===== config.mk =====
export PLATFORM = sky130hd
export DESIGN_NAME = csv_column_integer_extractor_flat
export DESIGN_NICKNAME = d
export VERILOG_FILES = /design/src/rtl/csvcie_pkg.sv /design/src/rtl/csvcie_in_if.sv /design/src/rtl/csvcie_out_if.sv /design/src/rtl/csvcie_front.sv /design/src/rtl/csvcie_queue.sv /design/src/rtl/csvcie_back.sv /design/src/rtl/csv_column_integer_extractor.sv /design/src/flat_wrapper.sv
export SDC_FILE = /design/constraint.sdc
export NUM_CORES = 2
export LEC_CHECK = 0
export BUFFER_PORTS_ARGS = -buffer_cell sky130_fd_sc_hd__buf_2
export CAP_MARGIN = 20
export CORE_ASPECT_RATIO = 1.25
export CORE_MARGIN = 2
export CORE_UTILIZATION = 25
export CTS_CLUSTER_DIAMETER = 50
export CTS_CLUSTER_SIZE = 10
export DETAILED_ROUTE_END_ITERATION = 10
export HOLD_SLACK_MARGIN = 0.03
export PLACE_DENSITY_LB_ADDON = 0.3
export SETUP_SLACK_MARGIN = 0.1
export SYNTH_ARGS = -nofsm -noshare
export SYNTH_HDL_FRONTEND = slang
export SYNTH_SLANG_ARGS = --single-unit

===== constraint.sdc =====
create_clock -name i_clk -period 13.5 [get_ports i_clk]
set_clock_uncertainty 0.2 [all_clocks]
set_input_delay 0.675 -clock i_clk [delete_from_list [all_inputs] [get_ports i_clk]]
set_output_delay 0.675 -clock i_clk [all_outputs]
set_load 0.05 [all_outputs]

===== src/rtl/csvcie_pkg.sv =====
// ----------------------------------------------------------------------------
// csvcie_pkg
// Shared widths, character codes, register indexes, request types and helper
// functions for the CSV column integer extractor.
// ----------------------------------------------------------------------------
package csvcie_pkg;

    localparam int MAX_COLUMNS = 64;
    localparam int MASK_W      = 64;
    localparam int COL_W       = 6;
    localparam int CC_W        = COL_W + 1;
    localparam int ROW_W       = 32;
    localparam int VAL_W       = 64;
    localparam int BYTE_W      = 8;
    localparam int CFG_IDX_W   = 3;
    localparam int CFG_DATA_W  = 64;

    localparam int Q_DEPTH   = 4;
    localparam int Q_PTR_W   = $clog2(Q_DEPTH);
    localparam int Q_CNT_W   = $clog2(Q_DEPTH + 1);

    localparam logic [BYTE_W-1:0] CH_LF    = 8'h0A;
    localparam logic [BYTE_W-1:0] CH_CR    = 8'h0D;
    localparam logic [BYTE_W-1:0] CH_MINUS = 8'h2D;
    localparam logic [BYTE_W-1:0] CH_ZERO  = 8'h30;
    localparam logic [BYTE_W-1:0] CH_NINE  = 8'h39;

    localparam logic [BYTE_W-1:0] FIELD_SEP_RST = 8'd44;
    localparam logic [BYTE_W-1:0] GROUP_SEP_RST = 8'd44;
    localparam logic [ROW_W-1:0]  ROW_MAX       = '1;

    typedef enum logic [CFG_IDX_W-1:0] {
        CFG_FIELD_SEP = 3'd0,
        CFG_GROUP_SEP = 3'd1,
        CFG_COL_MASK  = 3'd2,
        CFG_ROWS_SKIP = 3'd3,
        CFG_ROW_LIMIT = 3'd4
    } t_cfg_idx;

    typedef enum logic [1:0] {
        ST_VALUE = 2'd0,
        ST_SHORT = 2'd1,
        ST_LIMIT = 2'd2
    } t_status;

    typedef struct packed {
        logic [BYTE_W-1:0] field_sep;
        logic [BYTE_W-1:0] group_sep;
        logic [MASK_W-1:0] col_mask;
        logic [ROW_W-1:0]  rows_to_skip;
        logic [ROW_W-1:0]  row_limit;
    } t_cfg;

    // one result to build: for a short row col is the column searched above
    typedef struct packed {
        t_status         kind;
        logic [CC_W-1:0] col;
        logic            last;
    } t_res_req;

    // all results caused by one byte; the second one never carries a value
    typedef struct packed {
        t_res_req         req_a;
        t_res_req         req_b;
        logic             has_b;
        logic [VAL_W-1:0] acc;
        logic             neg;
        logic [ROW_W-1:0] row;
    } t_q_entry;

    function automatic logic [MASK_W-1:0] sel_cols(input logic [MASK_W-1:0] mask);
        logic [MASK_W-1:0] s;
        for (int i = 0; i < MASK_W; i++) begin
            s[i] = mask[i] && (i < MAX_COLUMNS);
        end
        return s;
    endfunction

    // bit i set where column i lies beyond column cc
    function automatic logic [MASK_W-1:0] above_cc(input logic [CC_W-1:0] cc);
        logic [MASK_W-1:0] m;
        for (int i = 0; i < MASK_W; i++) begin
            m[i] = (CC_W'(i) > cc);
        end
        return m;
    endfunction

endpackage


===== src/rtl/csvcie_in_if.sv =====
// ----------------------------------------------------------------------------
// csvcie_in_if
// Byte request channel: valid/ready handshake with text byte and end mark.
// ----------------------------------------------------------------------------
interface csvcie_in_if;
    logic                             valid;
    logic                             ready;
    logic [csvcie_pkg::BYTE_W-1:0]    data_byte;
    logic                             end_of_file;

    modport source (output valid, output data_byte, output end_of_file, input ready);
    modport sink   (input valid, input data_byte, input end_of_file, output ready);
endinterface


===== src/rtl/csvcie_out_if.sv =====
// ----------------------------------------------------------------------------
// csvcie_out_if
// Result request channel: valid/ready handshake with value, column, row,
// status and line end mark.
// ----------------------------------------------------------------------------
interface csvcie_out_if;
    logic                                 valid;
    logic                                 ready;
    logic signed [csvcie_pkg::VAL_W-1:0]  value;
    logic [csvcie_pkg::COL_W-1:0]         column;
    logic [csvcie_pkg::ROW_W-1:0]         row;
    logic [1:0]                           status;
    logic                                 last_in_row;

    modport source (output valid, output value, output column, output row, output status,
                    output last_in_row, input ready);
    modport sink   (input valid, input value, input column, input row, input status,
                    input last_in_row, output ready);
endinterface


===== src/rtl/csvcie_front.sv =====
// ----------------------------------------------------------------------------
// csvcie_front
// Byte parser: line and field tracking, number accumulation, row counting,
// and the result requests each byte causes.
// ----------------------------------------------------------------------------
module csvcie_front (
    input  logic                  i_clk,
    input  logic                  i_rst_n,
    csvcie_in_if.sink             i_in,
    input  csvcie_pkg::t_cfg      i_cfg,
    input  logic                  i_q_not_full,
    output logic                  o_push,
    output csvcie_pkg::t_q_entry  o_entry
);
    import csvcie_pkg::*;

    logic [CC_W-1:0]  r_cc, n_cc;
    logic [VAL_W-1:0] r_acc, n_acc;
    logic             r_neg, n_neg;
    logic             r_at_start, n_at_start;
    logic             r_ne, n_ne;
    logic             r_lhb, n_lhb;
    logic [ROW_W-1:0] r_ln, n_ln;
    logic             r_stopped, n_stopped;
    logic             r_cr, n_cr;

    logic              v_accept;
    logic [BYTE_W-1:0] v_b;
    logic [BYTE_W-1:0] v_digit;
    logic [MASK_W-1:0] v_sel;
    logic              v_fbyte;
    logic              v_sep;
    logic              v_go;
    logic              v_close;
    logic [1:0]        v_n;
    t_q_entry          v_ent;
    t_res_req          v_req;

    assign i_in.ready = i_q_not_full;
    assign v_accept   = i_in.valid && i_q_not_full;
    assign v_b        = i_in.data_byte;
    assign v_digit    = i_in.data_byte - CH_ZERO;
    assign v_sel      = sel_cols(i_cfg.col_mask);

    always_comb begin
        n_cc       = r_cc;
        n_acc      = r_acc;
        n_neg      = r_neg;
        n_at_start = r_at_start;
        n_ne       = r_ne;
        n_lhb      = r_lhb;
        n_ln       = r_ln;
        n_stopped  = r_stopped;
        n_cr       = r_cr;
        v_fbyte    = 1'b0;
        v_sep      = 1'b0;
        v_go       = 1'b0;
        v_close    = 1'b0;
        v_n        = 2'd0;
        v_ent      = '0;
        v_req      = '0;

        if (v_accept) begin
            if (!r_stopped) begin
                if (v_b == CH_LF) begin
                    v_close = n_lhb;
                    if (!n_lhb) begin
                        // empty line, not counted
                        n_acc = '0; n_neg = 1'b0; n_at_start = 1'b1; n_ne = 1'b0;
                        n_cc  = '0; n_cr  = 1'b0;
                    end
                end else if (v_b == CH_CR && !n_lhb && !n_cr) begin
                    // first carriage return of a line is held back
                    n_cr    = 1'b1;
                    v_fbyte = 1'b1;
                end else begin
                    v_go = 1'b1;
                    if (!n_lhb) begin
                        n_lhb = 1'b1;
                        n_cr  = 1'b0;
                        if (n_ln != ROW_MAX) n_ln = n_ln + ROW_W'(1);
                        if (i_cfg.row_limit != '0 && n_ln > i_cfg.row_limit) begin
                            v_req.kind  = ST_LIMIT;
                            v_req.col   = '0;
                            v_req.last  = 1'b0;
                            v_ent.req_a = v_req;
                            v_ent.row   = n_ln;
                            v_n         = 2'd1;
                            n_stopped   = 1'b1;
                            v_go        = 1'b0;
                        end
                    end
                    if (v_go) begin
                        if (v_b != CH_CR && v_b == i_cfg.field_sep) v_sep = 1'b1;
                        else v_fbyte = 1'b1;
                    end
                end

                // number parsing within a field
                if (v_fbyte && !n_ne) begin
                    if (n_at_start && v_b == CH_MINUS) begin
                        n_neg      = 1'b1;
                        n_at_start = 1'b0;
                    end else begin
                        n_at_start = 1'b0;
                        if (!(v_b != CH_CR && v_b == i_cfg.group_sep)) begin
                            if (v_b >= CH_ZERO && v_b <= CH_NINE) begin
                                n_acc = (n_acc << 3) + (n_acc << 1)
                                      + {{(VAL_W-BYTE_W){1'b0}}, v_digit};
                            end else begin
                                n_ne = 1'b1;
                            end
                        end
                    end
                end

                // field end at a separator
                if (v_sep) begin
                    if (n_cc < CC_W'(MAX_COLUMNS) && v_sel[n_cc[COL_W-1:0]]
                            && n_ln > i_cfg.rows_to_skip) begin
                        v_req.kind  = ST_VALUE;
                        v_req.col   = n_cc;
                        v_req.last  = 1'b0;
                        v_ent.req_a = v_req;
                        v_ent.acc   = n_acc;
                        v_ent.neg   = n_neg;
                        v_ent.row   = n_ln;
                        v_n         = 2'd1;
                    end
                    if (n_cc < CC_W'(MAX_COLUMNS)) n_cc = n_cc + CC_W'(1);
                    n_acc = '0; n_neg = 1'b0; n_at_start = 1'b1; n_ne = 1'b0;
                end

                if (!v_close) v_close = i_in.end_of_file && !n_stopped && n_lhb;

                // line end
                if (v_close) begin
                    if (n_ln > i_cfg.rows_to_skip) begin
                        v_go = 1'b0;
                        if ((v_sel & above_cc(n_cc)) != '0) begin
                            v_req.kind = ST_SHORT;
                            v_go       = 1'b1;
                        end else if (n_cc < CC_W'(MAX_COLUMNS) && v_sel[n_cc[COL_W-1:0]]) begin
                            v_req.kind = ST_VALUE;
                            v_go       = 1'b1;
                        end
                        v_req.col  = n_cc;
                        v_req.last = 1'b1;
                        if (v_go) begin
                            v_ent.row = n_ln;
                            if (v_n == 2'd0) begin
                                v_ent.req_a = v_req;
                                v_ent.acc   = n_acc;
                                v_ent.neg   = n_neg;
                                v_n         = 2'd1;
                            end else begin
                                v_ent.req_b = v_req;
                                v_ent.has_b = 1'b1;
                                v_n         = 2'd2;
                            end
                        end
                    end
                    n_acc = '0; n_neg = 1'b0; n_at_start = 1'b1; n_ne = 1'b0;
                    n_cc  = '0; n_lhb = 1'b0; n_cr = 1'b0;
                end
            end

            if (i_in.end_of_file) begin
                n_acc = '0; n_neg = 1'b0; n_at_start = 1'b1; n_ne = 1'b0;
                n_cc  = '0; n_lhb = 1'b0; n_cr = 1'b0;
                n_ln  = '0; n_stopped = 1'b0;
            end
        end
    end

    assign o_push  = v_accept && (v_n != 2'd0);
    assign o_entry = v_ent;

    always_ff @(posedge i_clk) begin
        if (!i_rst_n) begin
            r_cc       <= '0;
            r_acc      <= '0;
            r_neg      <= 1'b0;
            r_at_start <= 1'b1;
            r_ne       <= 1'b0;
            r_lhb      <= 1'b0;
            r_ln       <= '0;
            r_stopped  <= 1'b0;
            r_cr       <= 1'b0;
        end else begin
            r_cc       <= n_cc;
            r_acc      <= n_acc;
            r_neg      <= n_neg;
            r_at_start <= n_at_start;
            r_ne       <= n_ne;
            r_lhb      <= n_lhb;
            r_ln       <= n_ln;
            r_stopped  <= n_stopped;
            r_cr       <= n_cr;
        end
    end

    a_stopped_quiet: assert property (@(posedge i_clk) disable iff (!i_rst_n)
        (v_accept && r_stopped) |-> !o_push)
        else $error("request pushed after row limit");

    a_limit_alone: assert property (@(posedge i_clk) disable iff (!i_rst_n)
        (o_push && o_entry.req_a.kind == ST_LIMIT) |-> !o_entry.has_b)
        else $error("row limit request paired with another");

endmodule


===== src/rtl/csvcie_queue.sv =====
// ----------------------------------------------------------------------------
// csvcie_queue
// Short first-in first-out queue of request entries between parser and
// result builder.
// ----------------------------------------------------------------------------
module csvcie_queue (
    input  logic                  i_clk,
    input  logic                  i_rst_n,
    input  logic                  i_push,
    input  csvcie_pkg::t_q_entry  i_entry,
    output logic                  o_not_full,
    input  logic                  i_pop,
    output csvcie_pkg::t_q_entry  o_entry,
    output logic                  o_not_empty
);
    import csvcie_pkg::*;

    t_q_entry           r_mem [Q_DEPTH];
    logic [Q_PTR_W-1:0] r_head, n_head;
    logic [Q_PTR_W-1:0] r_tail, n_tail;
    logic [Q_CNT_W-1:0] r_count, n_count;

    assign o_not_full  = (r_count != Q_CNT_W'(Q_DEPTH));
    assign o_not_empty = (r_count != '0);
    assign o_entry     = r_mem[r_head];

    always_comb begin
        n_head  = r_head;
        n_tail  = r_tail;
        n_count = r_count;
        if (i_push) begin
            n_tail = (r_tail == Q_PTR_W'(Q_DEPTH - 1)) ? '0 : r_tail + Q_PTR_W'(1);
        end
        if (i_pop) begin
            n_head = (r_head == Q_PTR_W'(Q_DEPTH - 1)) ? '0 : r_head + Q_PTR_W'(1);
        end
        if (i_push && !i_pop) n_count = r_count + Q_CNT_W'(1);
        else if (!i_push && i_pop) n_count = r_count - Q_CNT_W'(1);
    end

    always_ff @(posedge i_clk) begin
        if (i_push) r_mem[r_tail] <= i_entry;
    end

    always_ff @(posedge i_clk) begin
        if (!i_rst_n) begin
            r_head  <= '0;
            r_tail  <= '0;
            r_count <= '0;
        end else begin
            r_head  <= n_head;
            r_tail  <= n_tail;
            r_count <= n_count;
        end
    end

    a_no_overflow: assert property (@(posedge i_clk) disable iff (!i_rst_n)
        i_push |-> (r_count != Q_CNT_W'(Q_DEPTH) || i_pop))
        else $error("push into full queue");

    a_no_underflow: assert property (@(posedge i_clk) disable iff (!i_rst_n)
        i_pop |-> (r_count != '0))
        else $error("pop from empty queue");

    a_count_up: assert property (@(posedge i_clk) disable iff (!i_rst_n)
        (i_push && !i_pop) |=> (r_count == $past(r_count) + Q_CNT_W'(1)))
        else $error("queue count lost a push");

endmodule


===== src/rtl/csvcie_back.sv =====
// ----------------------------------------------------------------------------
// csvcie_back
// Result builder: takes queued entries, applies sign, finds the first
// missing column of a short row, and drives the registered result channel.
// ----------------------------------------------------------------------------
module csvcie_back (
    input  logic                              i_clk,
    input  logic                              i_rst_n,
    input  logic [csvcie_pkg::MASK_W-1:0]     i_col_mask,
    input  csvcie_pkg::t_q_entry              i_entry,
    input  logic                              i_entry_valid,
    output logic                              o_pop,
    csvcie_out_if.source                      o_out
);
    import csvcie_pkg::*;

    t_q_entry r_ent;
    logic     r_ent_v;
    logic     r_sub;

    logic                    r_out_v;
    logic signed [VAL_W-1:0] r_out_value;
    logic [COL_W-1:0]        r_out_column;
    logic [ROW_W-1:0]        r_out_row;
    t_status                 r_out_status;
    logic                    r_out_last;

    t_res_req          v_req;
    logic              v_out_free;
    logic              v_load;
    logic              v_done;
    logic [MASK_W-1:0] v_rest;
    logic [COL_W-1:0]  v_first;
    logic [VAL_W-1:0]  v_value;
    logic [COL_W-1:0]  v_column;

    assign v_req      = r_sub ? r_ent.req_b : r_ent.req_a;
    assign v_out_free = !r_out_v || o_out.ready;
    assign v_load     = v_out_free && r_ent_v;
    assign v_done     = v_load && (r_sub || !r_ent.has_b);
    assign o_pop      = i_entry_valid && (!r_ent_v || v_done);

    // first selected column beyond the last one seen
    always_comb begin
        v_rest  = sel_cols(i_col_mask) & above_cc(v_req.col);
        v_first = '0;
        for (int i = MASK_W - 1; i >= 0; i--) begin
            if (v_rest[i]) v_first = COL_W'(i);
        end
    end

    always_comb begin
        v_value  = '0;
        v_column = '0;
        case (v_req.kind)
            ST_VALUE: begin
                v_column = v_req.col[COL_W-1:0];
                if (!r_sub) v_value = r_ent.neg ? ('0 - r_ent.acc) : r_ent.acc;
            end
            ST_SHORT: v_column = v_first;
            default:  v_column = '0;
        endcase
    end

    always_ff @(posedge i_clk) begin
        if (!i_rst_n) begin
            r_ent_v <= 1'b0;
            r_sub   <= 1'b0;
        end else if (o_pop) begin
            r_ent_v <= 1'b1;
            r_sub   <= 1'b0;
        end else if (v_done) begin
            r_ent_v <= 1'b0;
            r_sub   <= 1'b0;
        end else if (v_load) begin
            r_sub   <= 1'b1;
        end
    end

    always_ff @(posedge i_clk) begin
        if (o_pop) r_ent <= i_entry;
    end

    always_ff @(posedge i_clk) begin
        if (!i_rst_n) begin
            r_out_v <= 1'b0;
        end else if (v_load) begin
            r_out_v <= 1'b1;
        end else if (o_out.ready) begin
            r_out_v <= 1'b0;
        end
    end

    always_ff @(posedge i_clk) begin
        if (v_load) begin
            r_out_value  <= $signed(v_value);
            r_out_column <= v_column;
            r_out_row    <= r_ent.row;
            r_out_status <= v_req.kind;
            r_out_last   <= v_req.last;
        end
    end

    assign o_out.valid       = r_out_v;
    assign o_out.value       = r_out_value;
    assign o_out.column      = r_out_column;
    assign o_out.row         = r_out_row;
    assign o_out.status      = r_out_status;
    assign o_out.last_in_row = r_out_last;

    a_second_exists: assert property (@(posedge i_clk) disable iff (!i_rst_n)
        (r_ent_v && r_sub) |-> r_ent.has_b)
        else $error("second result of an entry that has only one");

endmodule


===== src/rtl/csv_column_integer_extractor.sv =====
// ----------------------------------------------------------------------------
// csv_column_integer_extractor
// Splits CSV text into lines and fields and returns selected columns as
// signed 64-bit integers with their column and row numbers.
// ----------------------------------------------------------------------------
// path: a result passes the queue, the entry register and the output register
// throughput: one byte per cycle while the queue has room; a byte causes at most
//   two results; the output register takes one result per cycle unless stalled
// the 4-entry request queue lets the parser run while the output is stalled
// reset: synchronous, active low; clears parser state, queue and output, and
//   returns the registers to their defaults (separators 44, others zero)
module csv_column_integer_extractor (
    input  logic                              i_clk,
    input  logic                              i_rst_n,
    input  logic                              i_cfg_we,
    input  logic [csvcie_pkg::CFG_IDX_W-1:0]  i_cfg_idx,
    input  logic [csvcie_pkg::CFG_DATA_W-1:0] i_cfg_data,
    csvcie_in_if.sink                         i_in,
    csvcie_out_if.source                      o_out
);
    import csvcie_pkg::*;

    // configuration registers
    t_cfg r_cfg;

    // parser to queue
    logic     w_push;
    t_q_entry w_push_entry;
    logic     w_not_full;

    // queue to result builder
    logic     w_pop;
    t_q_entry w_head_entry;
    logic     w_not_empty;

    // register writes (unchecked); host must write only while nothing is in flight
    always_ff @(posedge i_clk) begin
        if (!i_rst_n) begin
            r_cfg.field_sep    <= FIELD_SEP_RST;
            r_cfg.group_sep    <= GROUP_SEP_RST;
            r_cfg.col_mask     <= '0;
            r_cfg.rows_to_skip <= '0;
            r_cfg.row_limit    <= '0;
        end else if (i_cfg_we) begin
            case (i_cfg_idx)
                CFG_FIELD_SEP: r_cfg.field_sep    <= i_cfg_data[BYTE_W-1:0];
                CFG_GROUP_SEP: r_cfg.group_sep    <= i_cfg_data[BYTE_W-1:0];
                CFG_COL_MASK:  r_cfg.col_mask     <= i_cfg_data[MASK_W-1:0];
                CFG_ROWS_SKIP: r_cfg.rows_to_skip <= i_cfg_data[ROW_W-1:0];
                CFG_ROW_LIMIT: r_cfg.row_limit    <= i_cfg_data[ROW_W-1:0];
                default: ;
            endcase
        end
    end

    // front: takes a byte each cycle the queue has room, tracks lines and
    // fields, and pushes one entry for every byte that causes results
    csvcie_front u_front (
        .i_clk        (i_clk),
        .i_rst_n      (i_rst_n),
        .i_in         (i_in),
        .i_cfg        (r_cfg),
        .i_q_not_full (w_not_full),
        .o_push       (w_push),
        .o_entry      (w_push_entry)
    );

    // request queue decoupling parser and result builder
    csvcie_queue u_queue (
        .i_clk       (i_clk),
        .i_rst_n     (i_rst_n),
        .i_push      (w_push),
        .i_entry     (w_push_entry),
        .o_not_full  (w_not_full),
        .i_pop       (w_pop),
        .o_entry     (w_head_entry),
        .o_not_empty (w_not_empty)
    );

    // back: sign, first missing column search, output register
    csvcie_back u_back (
        .i_clk         (i_clk),
        .i_rst_n       (i_rst_n),
        .i_col_mask    (r_cfg.col_mask),
        .i_entry       (w_head_entry),
        .i_entry_valid (w_not_empty),
        .o_pop         (w_pop),
        .o_out         (o_out)
    );

endmodule


===== src/flat_wrapper.sv =====
// flat-port wrapper written by rule: the top's interface ports become plain ports
module csv_column_integer_extractor_flat import csvcie_pkg::*;
  (i_clk, i_rst_n, i_cfg_we, i_cfg_idx, i_cfg_data, i_in_valid, i_in_data_byte, i_in_end_of_file, i_in_ready, o_out_valid, o_out_value, o_out_column, o_out_row, o_out_status, o_out_last_in_row, o_out_ready);
  csvcie_in_if i_in_i ();
  csvcie_out_if o_out_i ();
  input  logic i_clk;
  input  logic i_rst_n;
  input  logic i_cfg_we;
  input  logic [csvcie_pkg::CFG_IDX_W-1:0] i_cfg_idx;
  input  logic [csvcie_pkg::CFG_DATA_W-1:0] i_cfg_data;
  input wire logic [$bits(i_in_i.valid)-1:0] i_in_valid;
  input wire logic [$bits(i_in_i.data_byte)-1:0] i_in_data_byte;
  input wire logic [$bits(i_in_i.end_of_file)-1:0] i_in_end_of_file;
  output wire logic [$bits(i_in_i.ready)-1:0] i_in_ready;
  output wire logic [$bits(o_out_i.valid)-1:0] o_out_valid;
  output wire logic [$bits(o_out_i.value)-1:0] o_out_value;
  output wire logic [$bits(o_out_i.column)-1:0] o_out_column;
  output wire logic [$bits(o_out_i.row)-1:0] o_out_row;
  output wire logic [$bits(o_out_i.status)-1:0] o_out_status;
  output wire logic [$bits(o_out_i.last_in_row)-1:0] o_out_last_in_row;
  input wire logic [$bits(o_out_i.ready)-1:0] o_out_ready;
  assign i_in_i.valid = i_in_valid;
  assign i_in_i.data_byte = i_in_data_byte;
  assign i_in_i.end_of_file = i_in_end_of_file;
  assign i_in_ready = i_in_i.ready;
  assign o_out_valid = o_out_i.valid;
  assign o_out_value = o_out_i.value;
  assign o_out_column = o_out_i.column;
  assign o_out_row = o_out_i.row;
  assign o_out_status = o_out_i.status;
  assign o_out_last_in_row = o_out_i.last_in_row;
  assign o_out_i.ready = o_out_ready;
  csv_column_integer_extractor u_core (.i_clk(i_clk), .i_rst_n(i_rst_n), .i_cfg_we(i_cfg_we), .i_cfg_idx(i_cfg_idx), .i_cfg_data(i_cfg_data), .i_in(i_in_i), .o_out(o_out_i));
endmodule

==> results.py <==
metrics = {
    "routing": {
        "wl_per_cell_um": 21.0,
        "ant_nets": 0,
        "num_vias": 35700,
        "wl_um": 154000,
        "drc": 0,
        "drt_iter0_markers": 2656,
        "viasPerCell": 4.85,
        "dr.pass1.iters": 6,
    },
    "placement": {
        "port_buffers": 187,
        "dpl_worst_slack_ps": 1860,
        "place_hpwl_um": 111000,
        "gp_congestion": 0.883,
        "placed_cells": 7063,
        "postPlaceCellArea_um2": 53000,
    },
    "timing": {
        "final.period_utilization_pct": 82.1,
        "max_slew.worst_pin.slew_ps": 1050,
        "setup_tns_ps": 0,
        "period_minus_slack_ps": 11080,
        "timing.final.ws_setup_ps": 2420,
        "setup_viol": 0,
        "hold_violations": 0,
        "slew_headroom_pct": 29.5,
        "slew_viol_final": 0,
        "rsz0062_at_grt": "false",
        "fmax_mhz": 90.3,
    },
    "worst_setup_path": {
        "cp.required_ps": 13990,
        "rrSetupSlack_ps": 2420,
        "startpoint_type": "flop",
        "crit_buf_inv": 3,
        "reg2reg_to": "u_core.u_queue.r_count[2]",
        "r2r_start": "u_core.u_front.r_ln[13]",
        "worstSetupPathDepth": 37,
        "crit_top_cell": "and3_1",
        "end_kind": "flop",
        "cpMaxStageDelayCell": "or4_1",
        "worst-r2r-cell-count": 37,
        "crit_type": "reg -> reg",
        "cp_top_family": "simple AND/OR/NAND/NOR gates",
        "startpoint": "u_core.u_front.r_ln[13]",
        "critPathMaxFanout": 26,
        "crit_arrival_ps": 11570,
        "endpoint": "u_core.u_queue.r_count[2]",
        "max_stage_delay_ps": 630,
    },
    "finish": {
        "stdcell_area_um2": 57900,
        "fin_nets": 4984,
        "final_common_cell": "edfxtp_1",
        "final_cell_mix": "edfxtp_1 (690), nand2_1 (636), nor2_1 (308), dfxtp_1 (261), o21ai_0 (214)",
        "drive_gt1_share_pct": 13.2,
        "instances_no_fill": 7351,
        "area_growth_pct": 18.1,
    },
    "floorplan": {
        "initial_core_util_pct": 25.2,
        "placementRows": 181,
        "die_w_um": 400,
        "fp.coreArea_um2": 195000,
        "die_h_um": 499,
        "die_area_um2": 200000,
        "io-pin-count": 188,
    },
    "yosys": {
        "synthTopCellsByArea": "edfxtp_1 (42%), dfxtp_1 (11%), mux4_2 (5.6%), ha_1 (5.0%), nand2_1 (4.9%)",
        "syn_inst": 4463,
        "syn_area_per_cell_um2": 11.0,
        "synthArstFlopShare_pct": 0,
        "synth_top_area_share_pct": 42.3,
        "synth.distinct_cells": 92,
        "synth_ff_type": "edfxtp_1",
        "synth_area_um2": 49000,
        "yosysTopAreaCell": "edfxtp_1",
        "yosysSeqAreaShare_pct": 53.0,
        "synth_edf_count": 690,
        "yosysWarningCount": 0,
        "ys_seq_elements": 953,
    },
    "global_routing": {
        "antenna_found_initial": 12,
        "grt_pass1_wl_um": 229000,
        "track_usage_pct": 15.2,
        "grt.overflow.total": 0,
        "grt_max_degree": 111,
        "grt_pass1_vias": 35300,
    },
    "clock_network": {
        "path_clk_slew_ps": 60,
        "cts_buffer_depth": 3,
        "ctsHoldBuffers": 65,
        "cts_root_buf": "clkbuf_16",
        "ctsResizeCount": 0,
        "cts.sinks": 953,
        "htree_levels": 4,
        "cts_buffers": 130,
        "cts_setup_buffers": 0,
        "cts_tree": "built",
        "clk_latency_ps": 770,
    },
    "pwr": {
        "ir_drop_v": 0.000136,
        "p_total_mw": 9.70,
        "leakage_nw": 21.1,
        "power_density_nw_per_um2": 168,
    },
    "job": {
        "cap_violations": 0,
    },
    "worst_hold_path": {
        "worstHoldStart": "i_rst_n",
        "min_path_type": "in -> reg",
    },
    "run_status": {
        "status": "finished clean",
    },
}
[kinds of logic after synthesis]
logic type,count (synthesis),synth area share [%]
AOI/OAI and AO/OA,1002,13.7
adders and majority gates,203,5.29
and+or+nand+nor,1540,14.7
buffers and inverters,395,3.14
muxes,171,6.64
other,1,0.00766
xor gates and xnor gates,198,3.54
DFF,953,53.0
[through the flow]
stage	hold slack, ps	utilization [%]
finish	196	29.7
global route	188	29.7
CTS	161	29.7
detailed placement	205	27.2
global placement	207	27.2
floorplan	200	-
[how the worst min path moves through the flow]
| stage | to | cells past startpoint |
|---|---|---|
| floorplan | u_core.u_back.o_out.row[0] | 0 |
| global placement | u_core.u_back.o_out.row[28] | 0 |
| detailed placement | u_core.u_back.o_out.row[28] | 0 |
| CTS | u_core.r_cfg[133] | 2 |
| global route | u_core.r_cfg[138] | 2 |
| finish | u_core.r_cfg[133] | 2 |
[sequential cells by signal, indices dropped and copies added, names as in the netlist, 2 cells and up]
register	count
u_core.u_queue.r_mem	468
u_core.r_cfg	144
u_core.u_back.r_ent	117
u_core.u_back.o_out.value	64
u_core.u_front.r_acc	64
u_core.u_back.o_out.row	32
u_core.u_front.r_ln	32
u_core.u_front.r_cc	7
u_core.u_back.o_out.column	6
u_core.u_queue.r_count	3
u_core.u_back.o_out.status	2
u_core.u_queue.r_head	2
u_core.u_queue.r_tail	2
[per-layer routing]
metal	up-vias	global-route usage (%)	routed length (um)
li1	16900	-	-
met1	17500	21.3	72200
met2	985	23.2	68300
met3	289	2.97	8120
met4	8	5.41	5330
met5	-	0	47
[power by group]
part           switching [mW]  internal [mW]  leakage, nW
Combinational            1.66          0.717         10.1
Sequential              0.291           3.71         9.00
Clock                    1.35           1.97         1.99
[cell usage after synthesis (14+ instances only)]
library cell  count
edfxtp_1        690
nand2_1         636
nor2_1          311
dfxtp_1         263
o21ai_0         215
clkbuf_1        198
ha_1            196
a21oi_1         179
inv_1           151
a21boi_0        149
and2_1          134
xor2_1          130
mux4_2          122
nand3_1         100
nor2b_1          83
xnor2_1          68
a21o_1           63
nor3_1           49
a22oi_1          48
and3_1           38
mux2i_1          37
o22ai_1          37
a31oi_1          35
nand2b_1         34
nand4_1          34
o31ai_1          34
buf_1            30
nor4_1           27
or3_1            27
a211oi_1         26
o211ai_1         25
o21a_1           22
o41ai_1          17
or4_1            17
o221ai_1         14
[cell type report]
class / instances / area [um2]
sequential: 953 / 26000
tap: 2562 / 3210
antenna: 3 / 7.51
clock buffer: 170 / 3460
inverter: 152 / 578
timing repair buffer: 337 / 2340
multi-input combinational: 3126 / 21600
clock inverter: 48 / 698
fill: 20100 / 137000
No activity file was read; power rests on OpenSTA's default activity.
